### src/rtl/core/ssh_pkg.sv
// Package for the spaced seed hit counter: configuration register layout,
// register index codes, reset values and score limits. No dependencies.
`timescale 1ns / 1ps

package ssh_pkg;

  // Configuration as held in the register file
  typedef struct packed {
    logic [31:0]        seed_mask;
    logic [5:0]         seed_length;
    logic signed [5:0]  match_score;
    logic signed [5:0]  mismatch_score;
  } cfg_t;

  // Register index, taken from paddr[3:2]
  typedef enum logic [1:0] {
    REG_SEED_MASK      = 2'd0,
    REG_SEED_LENGTH    = 2'd1,
    REG_MATCH_SCORE    = 2'd2,
    REG_MISMATCH_SCORE = 2'd3
  } reg_idx_t;

  localparam int          ADDR_W             = 4;
  localparam int          DATA_W             = 32;
  localparam logic [31:0] SEED_MASK_RST      = 32'hFFFF_FFFF;
  localparam logic [5:0]  SEED_LENGTH_RST    = 6'd11;
  localparam logic [5:0]  MATCH_SCORE_RST    = 6'd1;
  localparam logic [5:0]  MISMATCH_SCORE_RST = 6'h3C;

  localparam int SCORE_W   = 16;
  localparam int SCORE_MAX = 32767;
  localparam int SCORE_MIN = -32768;

endpackage

### src/rtl/core/spaced_seed_hit_counter_top.sv
// Spaced seed hit counter, top level: one similarity bit per beat, one
// result beat per read. The beat carrying last passes the snapshot, product
// and sum registers in turn before out_valid rises; out_stall can hold it.
// Throughput: one input beat per cycle while in_stall is low.
// Reset (rst_n low, synchronous) clears read state and pipeline valids and
// loads register defaults; no clearing pass is needed.
`timescale 1ns / 1ps

module spaced_seed_hit_counter_top #(
  parameter int MAX_SEED = 32,
  parameter int MAX_READ = 1024
) (
  input  logic                                  clk,
  input  logic                                  rst_n,
  // configuration port
  input  logic                                  psel,
  input  logic                                  penable,
  input  logic                                  pwrite,
  input  logic [ssh_pkg::ADDR_W-1:0]            paddr,
  input  logic [ssh_pkg::DATA_W-1:0]            pwdata,
  output logic [ssh_pkg::DATA_W-1:0]            prdata,
  output logic                                  pready,
  // input channel
  input  logic                                  in_valid,
  output logic                                  in_stall,
  input  logic                                  in_match_bit,
  input  logic                                  in_last,
  // result channel
  output logic                                  out_valid,
  input  logic                                  out_stall,
  output logic [$clog2(MAX_READ+1)-1:0]         out_mismatches,
  output logic signed [ssh_pkg::SCORE_W-1:0]    out_score,
  output logic [$clog2(MAX_READ+1)-1:0]         out_overlap_hits,
  output logic [$clog2(MAX_READ+1)-1:0]         out_spaced_hits,
  output logic [$clog2(MAX_READ+1)-1:0]         out_covered_positions
);
  import ssh_pkg::*;

  localparam int CW = $clog2(MAX_READ + 1);

  cfg_t          cfg;
  logic          snap_valid, snap_ready;
  logic [CW-1:0] snap_pos, snap_mism, snap_overlap, snap_spaced, snap_covered;
  logic [MAX_SEED-1:0] snap_cover;

  // Register file: writes land on the access phase, reads are combinational
  ssh_cfg_regs u_cfg (
    .clk     (clk),
    .rst_n   (rst_n),
    .psel    (psel),
    .penable (penable),
    .pwrite  (pwrite),
    .paddr   (paddr),
    .pwdata  (pwdata),
    .prdata  (prdata),
    .pready  (pready),
    .cfg     (cfg)
  );

  // Window, cover and counters advance on every accepted beat; a last beat
  // drops the read state and hands the finished counts to the snapshot.
  ssh_seed_core #(
    .MAX_SEED (MAX_SEED),
    .MAX_READ (MAX_READ)
  ) u_core (
    .clk          (clk),
    .rst_n        (rst_n),
    .cfg          (cfg),
    .in_valid     (in_valid),
    .in_stall     (in_stall),
    .in_match_bit (in_match_bit),
    .in_last      (in_last),
    .snap_ready   (snap_ready),
    .snap_valid   (snap_valid),
    .snap_pos     (snap_pos),
    .snap_mism    (snap_mism),
    .snap_overlap (snap_overlap),
    .snap_spaced  (snap_spaced),
    .snap_covered (snap_covered),
    .snap_cover   (snap_cover)
  );

  // Score and coverage finish over two registered stages; the output
  // register holds a result beat while the next read streams in.
  ssh_result_pipe #(
    .MAX_SEED (MAX_SEED),
    .MAX_READ (MAX_READ)
  ) u_pipe (
    .clk                   (clk),
    .rst_n                 (rst_n),
    .cfg                   (cfg),
    .snap_valid            (snap_valid),
    .snap_ready            (snap_ready),
    .snap_pos              (snap_pos),
    .snap_mism             (snap_mism),
    .snap_overlap          (snap_overlap),
    .snap_spaced           (snap_spaced),
    .snap_covered          (snap_covered),
    .snap_cover            (snap_cover),
    .out_valid             (out_valid),
    .out_stall             (out_stall),
    .out_mismatches        (out_mismatches),
    .out_score             (out_score),
    .out_overlap_hits      (out_overlap_hits),
    .out_spaced_hits       (out_spaced_hits),
    .out_covered_positions (out_covered_positions)
  );

endmodule

### src/rtl/core/ssh_cfg_regs.sv
// APB-style configuration registers for the spaced seed hit counter.
// Depends on ssh_pkg for the register layout, index codes and reset values.
`timescale 1ns / 1ps

module ssh_cfg_regs (
  input  logic                       clk,
  input  logic                       rst_n,
  input  logic                       psel,
  input  logic                       penable,
  input  logic                       pwrite,
  input  logic [ssh_pkg::ADDR_W-1:0] paddr,
  input  logic [ssh_pkg::DATA_W-1:0] pwdata,
  output logic [ssh_pkg::DATA_W-1:0] prdata,
  output logic                       pready,
  output ssh_pkg::cfg_t              cfg
);
  import ssh_pkg::*;

  cfg_t     cfg_r;
  reg_idx_t idx;
  logic     wr_en;

  assign idx    = reg_idx_t'(paddr[3:2]);
  assign pready = 1'b1;
  assign wr_en  = psel && penable && pwrite && pready;
  assign cfg    = cfg_r;

  always_ff @(posedge clk) begin
    if (!rst_n) begin
      cfg_r.seed_mask      <= SEED_MASK_RST;
      cfg_r.seed_length    <= SEED_LENGTH_RST;
      cfg_r.match_score    <= MATCH_SCORE_RST;
      cfg_r.mismatch_score <= MISMATCH_SCORE_RST;
    end else if (wr_en) begin
      unique case (idx)
        REG_SEED_MASK:      cfg_r.seed_mask      <= pwdata[31:0];
        REG_SEED_LENGTH:    cfg_r.seed_length    <= pwdata[5:0];
        REG_MATCH_SCORE:    cfg_r.match_score    <= pwdata[5:0];
        REG_MISMATCH_SCORE: cfg_r.mismatch_score <= pwdata[5:0];
        default:            cfg_r <= cfg_r;
      endcase
    end
  end

  always_comb begin
    unique case (idx)
      REG_SEED_MASK:      prdata = cfg_r.seed_mask;
      REG_SEED_LENGTH:    prdata = {26'd0, cfg_r.seed_length};
      REG_MATCH_SCORE:    prdata = {26'd0, cfg_r.match_score};
      REG_MISMATCH_SCORE: prdata = {26'd0, cfg_r.mismatch_score};
      default:            prdata = '0;
    endcase
  end

endmodule

### src/rtl/core/ssh_seed_core.sv
// Per-read state of the spaced seed hit counter: window and cover shift
// registers, saturating counters, greedy skip counter and the end-of-read
// snapshot register. Depends on ssh_pkg for the configuration type.
`timescale 1ns / 1ps

module ssh_seed_core #(
  parameter int MAX_SEED = 32,
  parameter int MAX_READ = 1024
) (
  input  logic                                clk,
  input  logic                                rst_n,
  input  ssh_pkg::cfg_t                       cfg,
  input  logic                                in_valid,
  output logic                                in_stall,
  input  logic                                in_match_bit,
  input  logic                                in_last,
  input  logic                                snap_ready,
  output logic                                snap_valid,
  output logic [$clog2(MAX_READ+1)-1:0]       snap_pos,
  output logic [$clog2(MAX_READ+1)-1:0]       snap_mism,
  output logic [$clog2(MAX_READ+1)-1:0]       snap_overlap,
  output logic [$clog2(MAX_READ+1)-1:0]       snap_spaced,
  output logic [$clog2(MAX_READ+1)-1:0]       snap_covered,
  output logic [MAX_SEED-1:0]                 snap_cover
);
  import ssh_pkg::*;

  localparam int CW = $clog2(MAX_READ + 1);
  localparam int LW = $clog2(MAX_SEED + 1);
  localparam int IW = $clog2(MAX_SEED);
  localparam int MS = MAX_SEED;
  localparam logic [CW-1:0] MAXR = CW'(MAX_READ);

  function automatic logic [CW-1:0] sat_inc(input logic [CW-1:0] c);
    return (c < MAXR) ? c + 1'b1 : c;
  endfunction

  logic [MS-1:0] window_r, window_nxt;
  logic [MS-1:0] cover_r, cover_nxt;
  logic [CW-1:0] pos_r, pos_nxt;
  logic [CW-1:0] mism_r, mism_nxt;
  logic [CW-1:0] overlap_r, overlap_nxt;
  logic [CW-1:0] spaced_r, spaced_nxt;
  logic [CW-1:0] covered_r, covered_nxt;
  logic [LW-1:0] skip_r, skip_nxt;

  logic          snap_valid_r;
  logic [CW-1:0] snap_pos_r, snap_mism_r, snap_overlap_r, snap_spaced_r, snap_covered_r;
  logic [MS-1:0] snap_cover_r;

  logic [LW-1:0] len;
  logic [MS-1:0] lm;
  logic [63:0]   mask64;
  logic [MS-1:0] mask_ext, mask_rev, req;
  logic [IW-1:0] leave_idx;
  logic          hit, active, accept;

  // Effective seed length: zero reads as one, clamp to the window width
  always_comb begin
    if (cfg.seed_length == 6'd0) begin
      len = LW'(1);
    end else if (int'(cfg.seed_length) > MS) begin
      len = LW'(MS);
    end else begin
      len = LW'(cfg.seed_length);
    end
  end

  // Required-match pattern: seed position t maps to window age len-1-t
  assign mask64 = {32'd0, cfg.seed_mask};
  assign mask_ext = mask64[MS-1:0];
  always_comb begin
    for (int i = 0; i < MS; i++) begin
      lm[i]       = (i < int'(len));
      mask_rev[i] = mask_ext[MS-1-i];
    end
  end
  assign req       = (mask_rev >> (LW'(MS) - len)) & lm;
  assign leave_idx = IW'(len - 1'b1);

  assign accept   = in_valid && !in_stall;
  assign in_stall = snap_valid_r && !snap_ready;

  always_comb begin
    window_nxt  = {window_r[MS-2:0], in_match_bit};
    cover_nxt   = (cover_r << 1) & lm;
    covered_nxt = cover_r[leave_idx] ? sat_inc(covered_r) : covered_r;
    pos_nxt     = sat_inc(pos_r);
    mism_nxt    = in_match_bit ? mism_r : sat_inc(mism_r);
    overlap_nxt = overlap_r;
    spaced_nxt  = spaced_r;
    skip_nxt    = skip_r;
    hit         = ((window_nxt & req) == req);
    active      = ({{LW{1'b0}}, pos_nxt} >= {{CW{1'b0}}, len});
    if (active) begin
      if (hit) begin
        overlap_nxt = sat_inc(overlap_r);
        cover_nxt   = cover_nxt | req;
      end
      if (skip_r != '0) begin
        skip_nxt = skip_r - 1'b1;
      end else if (hit) begin
        spaced_nxt = sat_inc(spaced_r);
        skip_nxt   = len - 1'b1;
      end
    end
  end

  always_ff @(posedge clk) begin
    if (!rst_n) begin
      window_r     <= '0;
      cover_r      <= '0;
      pos_r        <= '0;
      mism_r       <= '0;
      overlap_r    <= '0;
      spaced_r     <= '0;
      covered_r    <= '0;
      skip_r       <= '0;
      snap_valid_r <= 1'b0;
    end else begin
      if (accept) begin
        if (in_last) begin
          window_r  <= '0;
          cover_r   <= '0;
          pos_r     <= '0;
          mism_r    <= '0;
          overlap_r <= '0;
          spaced_r  <= '0;
          covered_r <= '0;
          skip_r    <= '0;
        end else begin
          window_r  <= window_nxt;
          cover_r   <= cover_nxt;
          pos_r     <= pos_nxt;
          mism_r    <= mism_nxt;
          overlap_r <= overlap_nxt;
          spaced_r  <= spaced_nxt;
          covered_r <= covered_nxt;
          skip_r    <= skip_nxt;
        end
      end
      if (accept && in_last) begin
        snap_valid_r <= 1'b1;
      end else if (snap_ready) begin
        snap_valid_r <= 1'b0;
      end
    end
  end

  always_ff @(posedge clk) begin
    if (accept && in_last) begin
      snap_pos_r     <= pos_nxt;
      snap_mism_r    <= mism_nxt;
      snap_overlap_r <= overlap_nxt;
      snap_spaced_r  <= spaced_nxt;
      snap_covered_r <= covered_nxt;
      snap_cover_r   <= cover_nxt;
    end
  end

  assign snap_valid   = snap_valid_r;
  assign snap_pos     = snap_pos_r;
  assign snap_mism    = snap_mism_r;
  assign snap_overlap = snap_overlap_r;
  assign snap_spaced  = snap_spaced_r;
  assign snap_covered = snap_covered_r;
  assign snap_cover   = snap_cover_r;

`ifndef SYNTHESIS
  a_snap_hold: assert property (@(posedge clk) disable iff (!rst_n)
    snap_valid_r && !snap_ready |=>
      snap_valid_r && $stable(snap_pos_r) && $stable(snap_mism_r))
    else $error("snapshot changed while held");

  a_read_clear: assert property (@(posedge clk) disable iff (!rst_n)
    accept && in_last |=> pos_r == '0 && skip_r == '0 && cover_r == '0)
    else $error("read state not cleared after last beat");

  a_mism_bound: assert property (@(posedge clk) disable iff (!rst_n)
    mism_r <= pos_r)
    else $error("mismatch count above position count");

  a_spaced_bound: assert property (@(posedge clk) disable iff (!rst_n)
    spaced_r <= overlap_r)
    else $error("greedy hit count above overlap hit count");

  a_no_spurious: assert property (@(posedge clk) disable iff (!rst_n)
    accept && !in_last && !snap_valid_r |=> !snap_valid_r)
    else $error("snapshot raised without a last beat");
`endif

endmodule

### src/rtl/core/ssh_result_pipe.sv
// Result pipeline of the spaced seed hit counter: score products and cover
// chunk counts, then sums, saturation and the output register.
// Depends on ssh_pkg for the configuration type and score limits.
`timescale 1ns / 1ps

module ssh_result_pipe #(
  parameter int MAX_SEED = 32,
  parameter int MAX_READ = 1024
) (
  input  logic                                  clk,
  input  logic                                  rst_n,
  input  ssh_pkg::cfg_t                         cfg,
  input  logic                                  snap_valid,
  output logic                                  snap_ready,
  input  logic [$clog2(MAX_READ+1)-1:0]         snap_pos,
  input  logic [$clog2(MAX_READ+1)-1:0]         snap_mism,
  input  logic [$clog2(MAX_READ+1)-1:0]         snap_overlap,
  input  logic [$clog2(MAX_READ+1)-1:0]         snap_spaced,
  input  logic [$clog2(MAX_READ+1)-1:0]         snap_covered,
  input  logic [MAX_SEED-1:0]                   snap_cover,
  output logic                                  out_valid,
  input  logic                                  out_stall,
  output logic [$clog2(MAX_READ+1)-1:0]         out_mismatches,
  output logic signed [ssh_pkg::SCORE_W-1:0]    out_score,
  output logic [$clog2(MAX_READ+1)-1:0]         out_overlap_hits,
  output logic [$clog2(MAX_READ+1)-1:0]         out_spaced_hits,
  output logic [$clog2(MAX_READ+1)-1:0]         out_covered_positions
);
  import ssh_pkg::*;

  localparam int CW  = $clog2(MAX_READ + 1);
  localparam int PW  = CW + 7;
  localparam int SW  = (CW + 8 > 17) ? CW + 8 : 17;
  localparam int NCH = (MAX_SEED + 7) / 8;
  localparam logic [CW-1:0] MAXR = CW'(MAX_READ);
  localparam logic signed [SW-1:0] S_MAX = SW'(SCORE_MAX);
  localparam logic signed [SW-1:0] S_MIN = SW'(SCORE_MIN);

  // Stage B: products and chunk counts
  logic                  mid_valid_r;
  logic signed [PW-1:0]  mid_prod_m_r, mid_prod_x_r;
  logic [3:0]            mid_chunk_r [NCH];
  logic [CW-1:0]         mid_covered_r, mid_mism_r, mid_overlap_r, mid_spaced_r;

  // Stage C: output register
  logic                  out_valid_r;
  logic [CW-1:0]         out_mism_r, out_overlap_r, out_spaced_r, out_cov_r;
  logic signed [SCORE_W-1:0] out_score_r;

  logic                  out_rdy, mid_rdy;
  logic [CW-1:0]         match_cnt;
  logic signed [PW-1:0]  prod_m, prod_x;
  logic [NCH*8-1:0]      cov_pad;
  logic [3:0]            chunk [NCH];
  logic [CW:0]           cov_sum;
  logic [CW-1:0]         cov_sat;
  logic signed [SW-1:0]  score_sum, score_sat;

  assign out_rdy    = !out_valid_r || !out_stall;
  assign mid_rdy    = !mid_valid_r || out_rdy;
  assign snap_ready = mid_rdy;

  assign match_cnt = snap_pos - snap_mism;
  assign prod_m  = $signed({1'b0, match_cnt}) * $signed(cfg.match_score);
  assign prod_x  = $signed({1'b0, snap_mism}) * $signed(cfg.mismatch_score);
  assign cov_pad = (NCH*8)'(snap_cover);

  always_comb begin
    for (int c = 0; c < NCH; c++) begin
      chunk[c] = '0;
      for (int b = 0; b < 8; b++) begin
        chunk[c] = chunk[c] + {3'd0, cov_pad[c*8+b]};
      end
    end
  end

  always_comb begin
    cov_sum = {1'b0, mid_covered_r};
    for (int c = 0; c < NCH; c++) begin
      cov_sum = cov_sum + (CW+1)'(mid_chunk_r[c]);
    end
    cov_sat   = (cov_sum > {1'b0, MAXR}) ? MAXR : cov_sum[CW-1:0];
    score_sum = SW'(mid_prod_m_r) + SW'(mid_prod_x_r);
    if (score_sum > S_MAX) begin
      score_sat = S_MAX;
    end else if (score_sum < S_MIN) begin
      score_sat = S_MIN;
    end else begin
      score_sat = score_sum;
    end
  end

  always_ff @(posedge clk) begin
    if (!rst_n) begin
      mid_valid_r <= 1'b0;
      out_valid_r <= 1'b0;
    end else begin
      if (mid_rdy) begin
        mid_valid_r <= snap_valid;
      end
      if (out_rdy) begin
        out_valid_r <= mid_valid_r;
      end
    end
  end

  always_ff @(posedge clk) begin
    if (mid_rdy && snap_valid) begin
      mid_prod_m_r  <= prod_m;
      mid_prod_x_r  <= prod_x;
      mid_chunk_r   <= chunk;
      mid_covered_r <= snap_covered;
      mid_mism_r    <= snap_mism;
      mid_overlap_r <= snap_overlap;
      mid_spaced_r  <= snap_spaced;
    end
    if (out_rdy && mid_valid_r) begin
      out_mism_r    <= mid_mism_r;
      out_overlap_r <= mid_overlap_r;
      out_spaced_r  <= mid_spaced_r;
      out_cov_r     <= cov_sat;
      out_score_r   <= score_sat[SCORE_W-1:0];
    end
  end

  assign out_valid             = out_valid_r;
  assign out_mismatches        = out_mism_r;
  assign out_score             = out_score_r;
  assign out_overlap_hits      = out_overlap_r;
  assign out_spaced_hits       = out_spaced_r;
  assign out_covered_positions = out_cov_r;

endmodule

### config.mk
export PLATFORM = sky130hd
export DESIGN_NAME = spaced_seed_hit_counter_top
export DESIGN_NICKNAME = d
export VERILOG_FILES = /design/src/rtl/core/ssh_pkg.sv /design/src/rtl/core/spaced_seed_hit_counter_top.sv /design/src/rtl/core/ssh_cfg_regs.sv /design/src/rtl/core/ssh_seed_core.sv /design/src/rtl/core/ssh_result_pipe.sv
export SDC_FILE = /design/constraint.sdc
export NUM_CORES = 1
export LEC_CHECK = 0
export BUFFER_PORTS_ARGS = -buffer_cell sky130_fd_sc_hd__buf_4
export CAP_MARGIN = 10
export CELL_PAD_IN_SITES_DETAIL_PLACEMENT = 1
export CELL_PAD_IN_SITES_GLOBAL_PLACEMENT = 2
export CORE_UTILIZATION = 37
export DETAILED_ROUTE_END_ITERATION = 10
export PLACE_DENSITY_LB_ADDON = 0.1
export SLEW_MARGIN = 40
export SYNTH_ARGS = -nofsm -noshare
export SYNTH_HDL_FRONTEND = slang
export SYNTH_HIERARCHICAL = 1
export SYNTH_SLANG_ARGS = --single-unit
### constraint.sdc
create_clock -name clk -period 5.67 [get_ports clk]
set_input_delay 0.567 -clock clk [delete_from_list [all_inputs] [get_ports clk]]
set_output_delay 0.567 -clock clk [all_outputs]
set_load 0.02 [all_outputs]
==> impl_metrics.py, run 1 <==
metrics = {
    "run_status": {
        "status": "completed",
    },
    "clock_tree": {
        "postCtsHoldBufs": 0,
        "numCtsBuffers": 51,
        "clkSinkCount": 420,
        "h-tree-depth": 2,
        "cts_root_buf": "clkbuf_16",
        "path_clk_slew_ps": 60,
        "cts_buffer_depth": 3,
        "tritoncts": "built",
        "clock_latency_ps": 620,
    },
    "setup_path": {
        "cpLargestDelayFamily": "adder cells",
        "path_class": "reg2reg",
        "crit_arrival_ps": 5840,
        "path_common_cell": "fa_1",
        "cp_max_fo": 4,
        "critPathRequiredTime_ps": 6010,
        "cpPeakStageDelay_ps": 490,
        "cp_cell_sequence": "ha_2 -> fa_2 -> nor2b_1 -> o21ai_1 -> a21boi_1 -> buf_4 -> o21a_1 -> o21a_1 -> xor2_2 -> and2_4 -> fa_1 -> fa_1 -> fa_1 -> ha_1 -> ha_4 -> a21o_1 -> a21oi_2 -> nor2b_1 -> a31oi_1 -> nand3_1 -> o211ai_1 -> xnor2_1",
        "startpoint_type": "register",
        "endpoint_kind": "register",
        "critical_path_buf_inv_count": 1,
        "cpMaxStageDelayCell": "fa_1",
    },
    "layout": {
        "final_common_cell": "buf_4",
        "diodes": 0,
        "multiInputGateArea_mm2": 0.0148,
        "fill_cells": 7937,
        "drive_above_1_share": 0.160,
        "fin_nets": 3134,
        "design_area_mm2": 0.0313,
        "area_growth_pct": 16.9,
        "ff_latch_area_mm2": 0.0108,
        "final_cell_mix": "256 x buf_4, 243 x edfxtp_1, 217 x nand2_1",
    },
    "yosys": {
        "syn_area_mm2": 0.0268,
        "syn_inst": 2669,
        "syn_avg_cell_area_um2": 10.0,
        "synthFlopType": "edfxtp_1",
        "synth_cell_types": 101,
        "yosysSeqAreaShare": 0.405,
        "async_flop_share": 0,
        "synth_edf_count": 243,
        "syn_nets": 2965,
        "synth_seq_cells": 420,
        "yosysWarningCount": 6,
    },
    "sta": {
        "layout_min_cycle_time_ps": 5500,
        "fin_crit_sh": 0.970,
        "slew_violations": 0,
        "timing.hold.ws_ps": 223,
        "rsz0062_at_grt": "yes",
        "finalSetupTns_ps": 0,
        "fmax_mhz": 182,
        "worst_slew_pin_slew_ps": 884,
        "timing.clock.skew_ps": 42.2,
        "max_slew_margin": 0.408,
        "finalSetupViolCount": 0,
        "finalHoldViolations": 0,
    },
    "route": {
        "dr.pass1.iters": 5,
        "wl_um": 86800,
        "ant_nets": 0,
        "dr_total_vias": 21500,
        "viasPerCell": 5.60,
        "avgRoutedWirePerCell_um": 22.7,
        "dr.first_iter.drc_count": 1286,
        "drcViolationCount": 0,
    },
    "global_routing": {
        "overflow": 0,
        "grt_max_degree": 70,
        "grtUsageTotal": 0.234,
        "antenna_found_initial": 1,
        "grt_pass1_wl_um": 134000,
        "grt_pass1_vias": 22400,
    },
    "job": {
        "drv_cap": 0,
    },
    "place": {
        "placed_area_mm2": 0.0293,
        "io_buffers": 136,
        "place_congestion": 0.915,
        "hpwl_um": 65400,
    },
    "pwr": {
        "power_mw": 8.36,
        "leakagePower_nw": 12.9,
        "p_per_area_mw_per_mm2": 267,
        "max-vdd-ir-drop_uv": 239,
    },
    "floorplan": {
        "die_area_mm2": 0.0734,
        "initial_core_util": 0.374,
        "core_area_mm2": 0.0715,
        "rows": 98,
        "ios": 140,
        "die_h_um": 271,
        "die_w_um": 271,
    },
    "hold_path": {
        "holdCritPathClass": "in2reg",
    },
}
-- flip-flops by register name, summed over array words and instances, names as in the netlist, 16 cells and up --
signal	cells
u_pipe/mid_prod_m_r	18
u_pipe/out_score	16
u_core/snap_cover	32
u_pipe/mid_chunk_r	16
u_cfg/cfg	50
u_core/window_r	31
u_core/cover_r	32
u_pipe/mid_prod_x_r	18
-- cell usage after synthesis, types with 7 or more instances --
| cell | n | share of area |
|---|---|---|
| buf_4 | 8 | 0.0022 |
| mux2i_1 | 91 | 0.034 |
| nand2b_1 | 27 | 0.0063 |
| xor2_1 | 41 | 0.013 |
| mux2_2 | 20 | 0.0084 |
| buf_2 | 49 | 0.0092 |
| o21a_1 | 13 | 0.0036 |
| o211ai_1 | 55 | 0.015 |
| a21boi_0 | 9 | 0.0025 |
| nor3_1 | 99 | 0.019 |
| ha_1 | 148 | 0.069 |
| or3_1 | 23 | 0.0054 |
| o21ai_0 | 62 | 0.012 |
| o41ai_1 | 8 | 0.0026 |
| o31ai_1 | 18 | 0.0050 |
| nor4_1 | 24 | 0.0056 |
| a32oi_1 | 16 | 0.0052 |
| and2_1 | 59 | 0.014 |
| edfxtp_1 | 243 | 0.27 |
| xnor2_1 | 56 | 0.018 |
| nor2b_1 | 49 | 0.011 |
| or2_2 | 7 | 0.0016 |
| nand3_1 | 72 | 0.013 |
| mux4_2 | 14 | 0.012 |
| nand4_1 | 21 | 0.0049 |
| nor2_1 | 183 | 0.026 |
| fa_1 | 103 | 0.077 |
| o21bai_1 | 9 | 0.0025 |
| dfxtp_1 | 177 | 0.13 |
| o22ai_1 | 14 | 0.0033 |
| a22oi_1 | 17 | 0.0048 |
| a22o_1 | 20 | 0.0065 |
| a31oi_1 | 50 | 0.012 |
| inv_1 | 185 | 0.026 |
| and3_1 | 59 | 0.014 |
| a21o_1 | 23 | 0.0065 |
| buf_1 | 10 | 0.0014 |
| a21oi_1 | 136 | 0.025 |
| clkbuf_1 | 74 | 0.010 |
| a211oi_1 | 11 | 0.0031 |
| nand2_1 | 219 | 0.031 |
-- through the flow --
step,instances,util,setup slack [ps]
after floorplan,2669,-,11.9
after global placement,3729,0.410,-147
after detailed placement,3729,0.410,-254
after CTS,3827,0.435,11.1
after global routing,3831,0.438,-70.5
final,3831,0.438,168
-- kinds of logic after synthesis --
group,after synthesis,share of synthesized area
simple gates,886,0.166
compound gates,554,0.144
flops,420,0.405
buf+inv,333,0.0511
fa+ha+maj,251,0.146
mux,125,0.0542
xor+xnor,99,0.0334
other cells,1,0.000140
-- routing by layer --
| metal | share of wire | track usage | vias up |
|---|---|---|---|
| met2 | 0.47 | 0.382 | 457 |
| met5 | 0.00016 | 0 | - |
| met4 | 0.030 | 0.0742 | 2 |
| li1 | - | - | 10000 |
| met3 | 0.043 | 0.0325 | 147 |
| met1 | 0.46 | 0.319 | 10800 |
-- report_power, final --
part	internal (mW)	leakage (nW)	switching (mW)
combinational	0.670	8.39	0.999
sequential	3.36	3.67	0.0493
clock	1.85	0.809	1.42
total	5.88	12.9	2.47
-- cell type report --
cell class | instances | area share
clock buffers | 59 | 0.0424
clock inverters | 37 | 0.0121
inverters | 189 | 0.0227
multi-input cells | 1916 | 0.474
flip-flops and latches | 420 | 0.347
well taps | 950 | 0.0380
repair buffers | 260 | 0.0640
-- what timing repair did --
item	CTS	global route
endpoints found under the setup margin	6	8
resized for setup	9	29
buffers inserted	2	4
pin swaps	4	32
-- path summary, 6_finish.rpt --
path,end,depth (start not counted),slack (ps),startpoint
worst max-delay path,u_pipe/mid_prod_m_r[17]$_DFFE_PP_,22,170,u_core/snap_mism[0]$_DFFE_PP_
worst min-delay path,u_cfg/cfg[35]$_SDFFE_PN1P_,3,220,pwdata[17]
worst max register to register,u_pipe/mid_prod_m_r[17]$_DFFE_PP_,22,170,u_core/snap_mism[0]$_DFFE_PP_
worst min register to register,u_pipe/out_spaced_hits[6]$_DFFE_PP_,0,420,u_pipe/mid_spaced_r[6]$_DFFE_PP_
-- worst reg2reg max path, delay by kind of cell, from the launching register on --
kind	cells	cell delay (ps)
adders and majority gates	7	2570
AOI/OAI and AO/OA	8	1290
and+or+nand+nor	4	470
DFF	1	400
xor gates and xnor gates	2	340
buffers and inverters	1	140
(Power assumes the default switching activity.)
==> run 2: changes to the inputs <==
==> constraint.sdc (replaced) <==
create_clock -name clk -period 5.67 [get_ports clk]
set_input_delay 0.8505 -clock clk [delete_from_list [all_inputs] [get_ports clk]]
set_output_delay 0.8505 -clock clk [all_outputs]
set_load 0.02 [all_outputs]
==> impl_metrics.py, run 2 (synthesis results as in run 1) <==
metrics = {
    "job": {
        "drv_cap": 0,
    },
    "pwr": {
        "leakagePower_nw": 12.8,
        "p_per_area_mw_per_mm2": 269,
        "max-vdd-ir-drop_uv": 226,
    },
    "route": {
        "drcViolationCount": 0,
        "ant_nets": 0,
        "wl_um": 87000,
        "avgRoutedWirePerCell_um": 22.8,
        "viasPerCell": 5.60,
        "dr_total_vias": 21400,
        "dr.pass1.iters": 8,
        "dr.first_iter.drc_count": 1284,
    },
    "sta": {
        "finalHoldViolations": 0,
        "fin_crit_sh": 0.982,
        "fmax_mhz": 180,
        "layout_min_cycle_time_ps": 5570,
        "slew_violations": 0,
        "max_slew_margin": 0.403,
        "timing.clock.skew_ps": 42.2,
        "finalSetupTns_ps": 0,
        "finalSetupViolCount": 0,
        "worst_slew_pin_slew_ps": 892,
        "rsz0062_at_grt": "yes",
    },
    "layout": {
        "drive_above_1_share": 0.152,
        "ff_latch_area_mm2": 0.0108,
        "area_growth_pct": 16.3,
        "diodes": 0,
        "fin_cells": 3818,
        "fin_nets": 3122,
        "final_cell_mix": "245 x buf_4, 243 x edfxtp_1, 217 x nand2_1",
        "largest_reg_flops": 50,
        "final_common_cell": "buf_4",
        "multiInputGateArea_mm2": 0.0147,
        "fill_cells": 7930,
    },
    "setup_path": {
        "cp_max_fo": 25,
        "crit_arrival_ps": 6120,
        "timing.rr.end": "u_core/cover_r[0]$_SDFFE_PN0P_",
        "endpoint_kind": "register",
        "r2r_cells": 17,
        "reg2reg_slack_ps": 100,
        "path_class": "reg2reg",
        "r2r-start": "u_cfg/cfg[13]$_SDFFE_PN1P_",
        "startpoint_type": "register",
        "critPathRequiredTime_ps": 6220,
    },
    "clock_tree": {
        "numCtsBuffers": 50,
        "cts_root_buf": "clkbuf_16",
        "postCtsHoldBufs": 0,
        "clock_latency_ps": 640,
        "clkSinkCount": 420,
        "tritoncts": "built",
        "path_clk_slew_ps": 60,
        "h-tree-depth": 2,
        "cts_buffer_depth": 3,
    },
    "global_routing": {
        "antenna_found_initial": 1,
        "grt_pass1_wl_um": 135000,
        "overflow": 0,
        "grtUsageTotal": 0.236,
        "grt_pass1_vias": 22200,
        "grt_max_degree": 89,
    },
    "hold_path": {
        "hold_depth": 0,
        "min_to": "u_pipe/out_overlap_hits[7]$_DFFE_PP_",
        "holdCritPathClass": "reg2reg",
        "hold_start": "u_pipe/mid_overlap_r[7]$_DFFE_PP_",
    },
    "place": {
        "post-place-cells": 3718,
        "place_congestion": 0.896,
        "io_buffers": 136,
        "hpwl_um": 65700,
    },
    "floorplan": {
        "die_w_um": 271,
        "rows": 98,
        "die_h_um": 271,
        "core_area_mm2": 0.0715,
        "die_area_mm2": 0.0734,
        "ios": 140,
        "initial_core_util": 0.374,
    },
    "run_status": {
        "status": "completed",
    },
}
[run 2: cell types whose count changed in the layout (fill, tap and decap cells not counted), moves of 2 or more]
cell	previous run	this run
buf_4	256	245
clkinv_4	9	0
ha_1	136	144
ha_4	9	2
clkbuf_1	6	11
clkinv_2	7	11
clkinvlp_4	7	3
clkbuf_8	2	5
bufinv_16	3	5
inv_6	3	1
nor2_1	178	176
nor2_2	5	7
o21ai_2	4	2
[run 2: power by group]
group / leakage [nW] / switching [mW] / internal [mW]
Combinational: 8.34 / 0.993 / 0.656
Sequential: 3.67 / 0.0451 / 3.36
Clock: 0.831 / 1.36 / 1.95
[run 2: repair_timing]
action                                  in CTS  in global routing
cloned                                       0                  0
endpoints found under the setup margin       7                 25
buffers inserted                             1                  5
pin swaps                                    8                 22
gates resized for setup                     12                 21
[run 2: area by class of cell]
type / count / share of cell area
inverters: 189 / 0.0228
multi-input cells: 1916 / 0.474
well taps: 950 / 0.0382
clock buffers: 66 / 0.0441
flip-flops and latches: 420 / 0.348
repair buffers: 249 / 0.0615
clock inverters: 28 / 0.0111
[run 2: through the flow]
step | setup slack (ps) | hold WS (ps) | util | total power, mW | instance area, um2
after global routing | -182 | 423 | 0.435 | 8.77 | 31100
after floorplan | 11.9 | 400 | - | 4.60 | 26800
after detailed placement | -285 | 405 | 0.409 | 5.12 | 29200
after CTS | 8.85 | 419 | 0.434 | 8.49 | 31000
after global placement | -149 | 400 | 0.409 | 5.06 | 29200
final | 102 | 417 | 0.435 | 8.37 | 31100
[run 2: worst max-delay path, cell delays in order, from the launching register on]
cell	delay, ps
dfxtp_1	450
nor2b_1	390
inv_1	180
ha_1	410
inv_2	190
xnor2_4	220
buf_4	420
nor2_1	200
o211ai_1	130
o311ai_1	260
a311oi_1	600
o2111ai_1	290
nor3_4	520
nand2_2	160
buf_4	230
a211oi_1	490
buf_4	220
a22o_1	110
[run 2: worst max-delay path by stage]
| stage | from | endpoint | slack, ps | cells past startpoint |
|---|---|---|---|---|
| 3_5_place_dp | u_core/snap_mism[0]$_DFFE_PP_ | u_pipe/mid_prod_m_r[17]$_DFFE_PP_ | -290 | 22 |
| 3_3_place_gp | u_core/snap_mism[1]$_DFFE_PP_ | u_pipe/mid_prod_m_r[14]$_DFFE_PP_ | -150 | 23 |
| 2_1_floorplan | u_core/snap_mism[1]$_DFFE_PP_ | u_pipe/mid_prod_m_r[16]$_DFFE_PP_ | 10 | 22 |
| 6_report | u_cfg/cfg[13]$_SDFFE_PN1P_ | u_core/cover_r[0]$_SDFFE_PN0P_ | 100 | 17 |
| 4_1_cts | u_core/snap_mism[0]$_DFFE_PP_ | u_pipe/mid_prod_m_r[14]$_DFFE_PP_ | 9 | 21 |
| 5_1_grt | u_core/snap_mism[1]$_DFFE_PP_ | u_pipe/mid_prod_m_r[14]$_DFFE_PP_ | -180 | 23 |
[run 2: layer usage]
layer,up-vias,share of wire,track usage,wire length (um)
li1,10000,-,-,-
met1,10800,0.46,0.325,39900
met2,448,0.47,0.388,41100
met3,117,0.043,0.0279,3760
met4,0,0.026,0.0678,2250
met5,-,0,0,0
==> run 3: changes to the inputs <==
- SETUP_SLACK_MARGIN: not set -> 0.5
==> impl_metrics.py, run 3 (synthesis results as in run 1) <==
metrics = {
    "setup_path": {
        "startpoint_type": "register",
        "path_class": "reg2reg",
        "reg2reg_slack_ps": 300,
        "r2r-start": "u_core/snap_mism[1]$_DFFE_PP_",
        "critPathRequiredTime_ps": 6010,
        "endpoint_kind": "register",
        "cp_max_fo": 3,
        "timing.rr.end": "u_pipe/mid_prod_m_r[16]$_DFFE_PP_",
        "startpoint": "u_core/snap_mism[1]$_DFFE_PP_",
        "crit_arrival_ps": 5710,
        "r2r_cells": 23,
    },
    "layout": {
        "fill_cells": 7859,
        "multiInputGateArea_mm2": 0.0150,
        "largest_reg_flops": 50,
        "drive_above_1_share": 0.165,
        "final_cell_mix": "245 x buf_4, 243 x edfxtp_1, 217 x nand2_1",
        "final_common_cell": "buf_4",
        "fin_nets": 3127,
        "ff_latch_area_mm2": 0.0108,
        "area_growth_pct": 17.6,
    },
    "sta": {
        "rsz0062_at_grt": "yes",
        "finalSetupViolCount": 0,
        "fin_crit_sh": 0.947,
        "fmax_mhz": 186,
        "timing.clock.skew_ps": 49.4,
        "worst_slew_pin_slew_ps": 916,
        "finalSetupTns_ps": 0,
        "slew_violations": 0,
        "layout_min_cycle_time_ps": 5370,
        "finalHoldViolations": 0,
        "max_slew_margin": 0.383,
    },
    "route": {
        "viasPerCell": 5.64,
        "dr_total_vias": 21600,
        "dr.pass1.iters": 5,
        "wl_um": 87600,
        "dr.first_iter.drc_count": 1189,
        "avgRoutedWirePerCell_um": 22.9,
        "drcViolationCount": 0,
        "ant_nets": 0,
    },
    "floorplan": {
        "rows": 98,
        "initial_core_util": 0.374,
        "die_w_um": 271,
        "die_area_mm2": 0.0734,
        "core_area_mm2": 0.0715,
        "ios": 140,
        "die_h_um": 271,
    },
    "global_routing": {
        "grt_pass1_vias": 22400,
        "grtUsageTotal": 0.235,
        "grt_max_degree": 71,
        "grt_pass1_wl_um": 134000,
        "antenna_found_initial": 0,
        "overflow": 0,
    },
    "clock_tree": {
        "path_clk_slew_ps": 60,
        "tritoncts": "built",
        "clkSinkCount": 420,
        "clock_latency_ps": 620,
        "numCtsBuffers": 50,
        "h-tree-depth": 2,
        "cts_buffer_depth": 3,
        "cts_root_buf": "clkbuf_16",
    },
    "pwr": {
        "power_mw": 8.52,
        "pwr-share-seq": 0.401,
        "p_per_area_mw_per_mm2": 271,
        "combPwrFrac": 0.201,
        "leakagePower_nw": 12.9,
        "p_sw_frac": 0.286,
        "power.internal_mw": 6.08,
        "max-vdd-ir-drop_uv": 208,
        "clock_power_share": 0.398,
        "p_switching_mw": 2.43,
    },
    "hold_path": {
        "min_to": "u_pipe/out_overlap_hits[6]$_DFFE_PP_",
        "holdCritPathClass": "reg2reg",
        "hold_depth": 0,
        "hold_start": "u_pipe/mid_overlap_r[6]$_DFFE_PP_",
    },
    "job": {
        "drv_cap": 0,
    },
    "place": {
        "place_congestion": 0.923,
        "io_buffers": 136,
        "hpwl_um": 65600,
    },
    "run_status": {
        "status": "completed",
    },
}
run 3: power groups by stage:
stage                     Clock, mW  Combinational [mW]  Sequential, mW
after floorplan                   0                1.13            3.47
after global placement            0                1.58            3.48
after detailed placement          0                1.64            3.48
after CTS                      3.50                1.70            3.42
after global routing           3.61                1.89            3.42
final                          3.39                1.71            3.42
run 3: how the worst max path moves through the flow:
| stage | cells after the start | endpoint | slack [ps] |
|---|---|---|---|
| CTS | 23 | u_pipe/mid_prod_m_r[16]$_DFFE_PP_ | 250 |
| floorplan | 23 | u_pipe/mid_prod_m_r[16]$_DFFE_PP_ | 440 |
| finish | 23 | u_pipe/mid_prod_m_r[16]$_DFFE_PP_ | 300 |
| global placement | 23 | u_pipe/mid_prod_m_r[16]$_DFFE_PP_ | 120 |
| detailed placement | 23 | u_pipe/mid_prod_m_r[16]$_DFFE_PP_ | 50 |
| global route | 23 | u_pipe/mid_prod_m_r[16]$_DFFE_PP_ | 80 |
run 3: cell type report:
type / count / share of cell area
clock buffer: 67 / 0.0434
sequential: 420 / 0.344
multi-input combinational: 1916 / 0.477
clock inverter: 26 / 0.0124
inverter: 189 / 0.0225
antenna: 1 / 0.0000795
tap: 950 / 0.0378
timing repair buffer: 254 / 0.0628
run 3: routing by layer:
layer / track usage / share of wire / vias to the layer above
li1: - / - / 9990
met1: 0.321 / 0.46 / 11000
met2: 0.389 / 0.47 / 421
met3: 0.0262 / 0.036 / 113
met4: 0.0703 / 0.028 / 0
met5: 0 / 0 / -
run 3: through the flow:
step	util	area [um2]	cells	worst slack, ps	hold WS, ps
floorplan	-	26800	2669	438	400
global placement	0.407	29100	3700	124	401
detailed placement	0.408	29100	3700	52.3	406
CTS	0.438	31300	3816	247	417
global route	0.440	31500	3822	78.8	421
finish	0.440	31500	3823	298	416
run 3: critical path, stage by stage (launching register included):
cell and delay (ps):
edfxtp_1 420, inv_2 100, ha_4 190, nor2b_4 120, o21ai_2 150, a21boi_2 100
o21ai_2 150, nor2b_4 210, xnor2_4 100, and2_4 140, fa_1 490, inv_2 40
fa_1 470, inv_1 50, fa_1 490, fa_1 450, fa_2 370, a21o_1 190
a21oi_2 170, o21bai_1 100, a21oi_2 180, o211ai_1 180, nand4b_1 140, o311ai_1 90
run 3: repair_timing:
item                                   CTS  global route
setup buffers                           23             6
setup endpoints to repair               26            88
pin swaps                               38            28
endpoints found under the hold margin    0             0
hold buffers                             0             0
resized for setup                       40            23
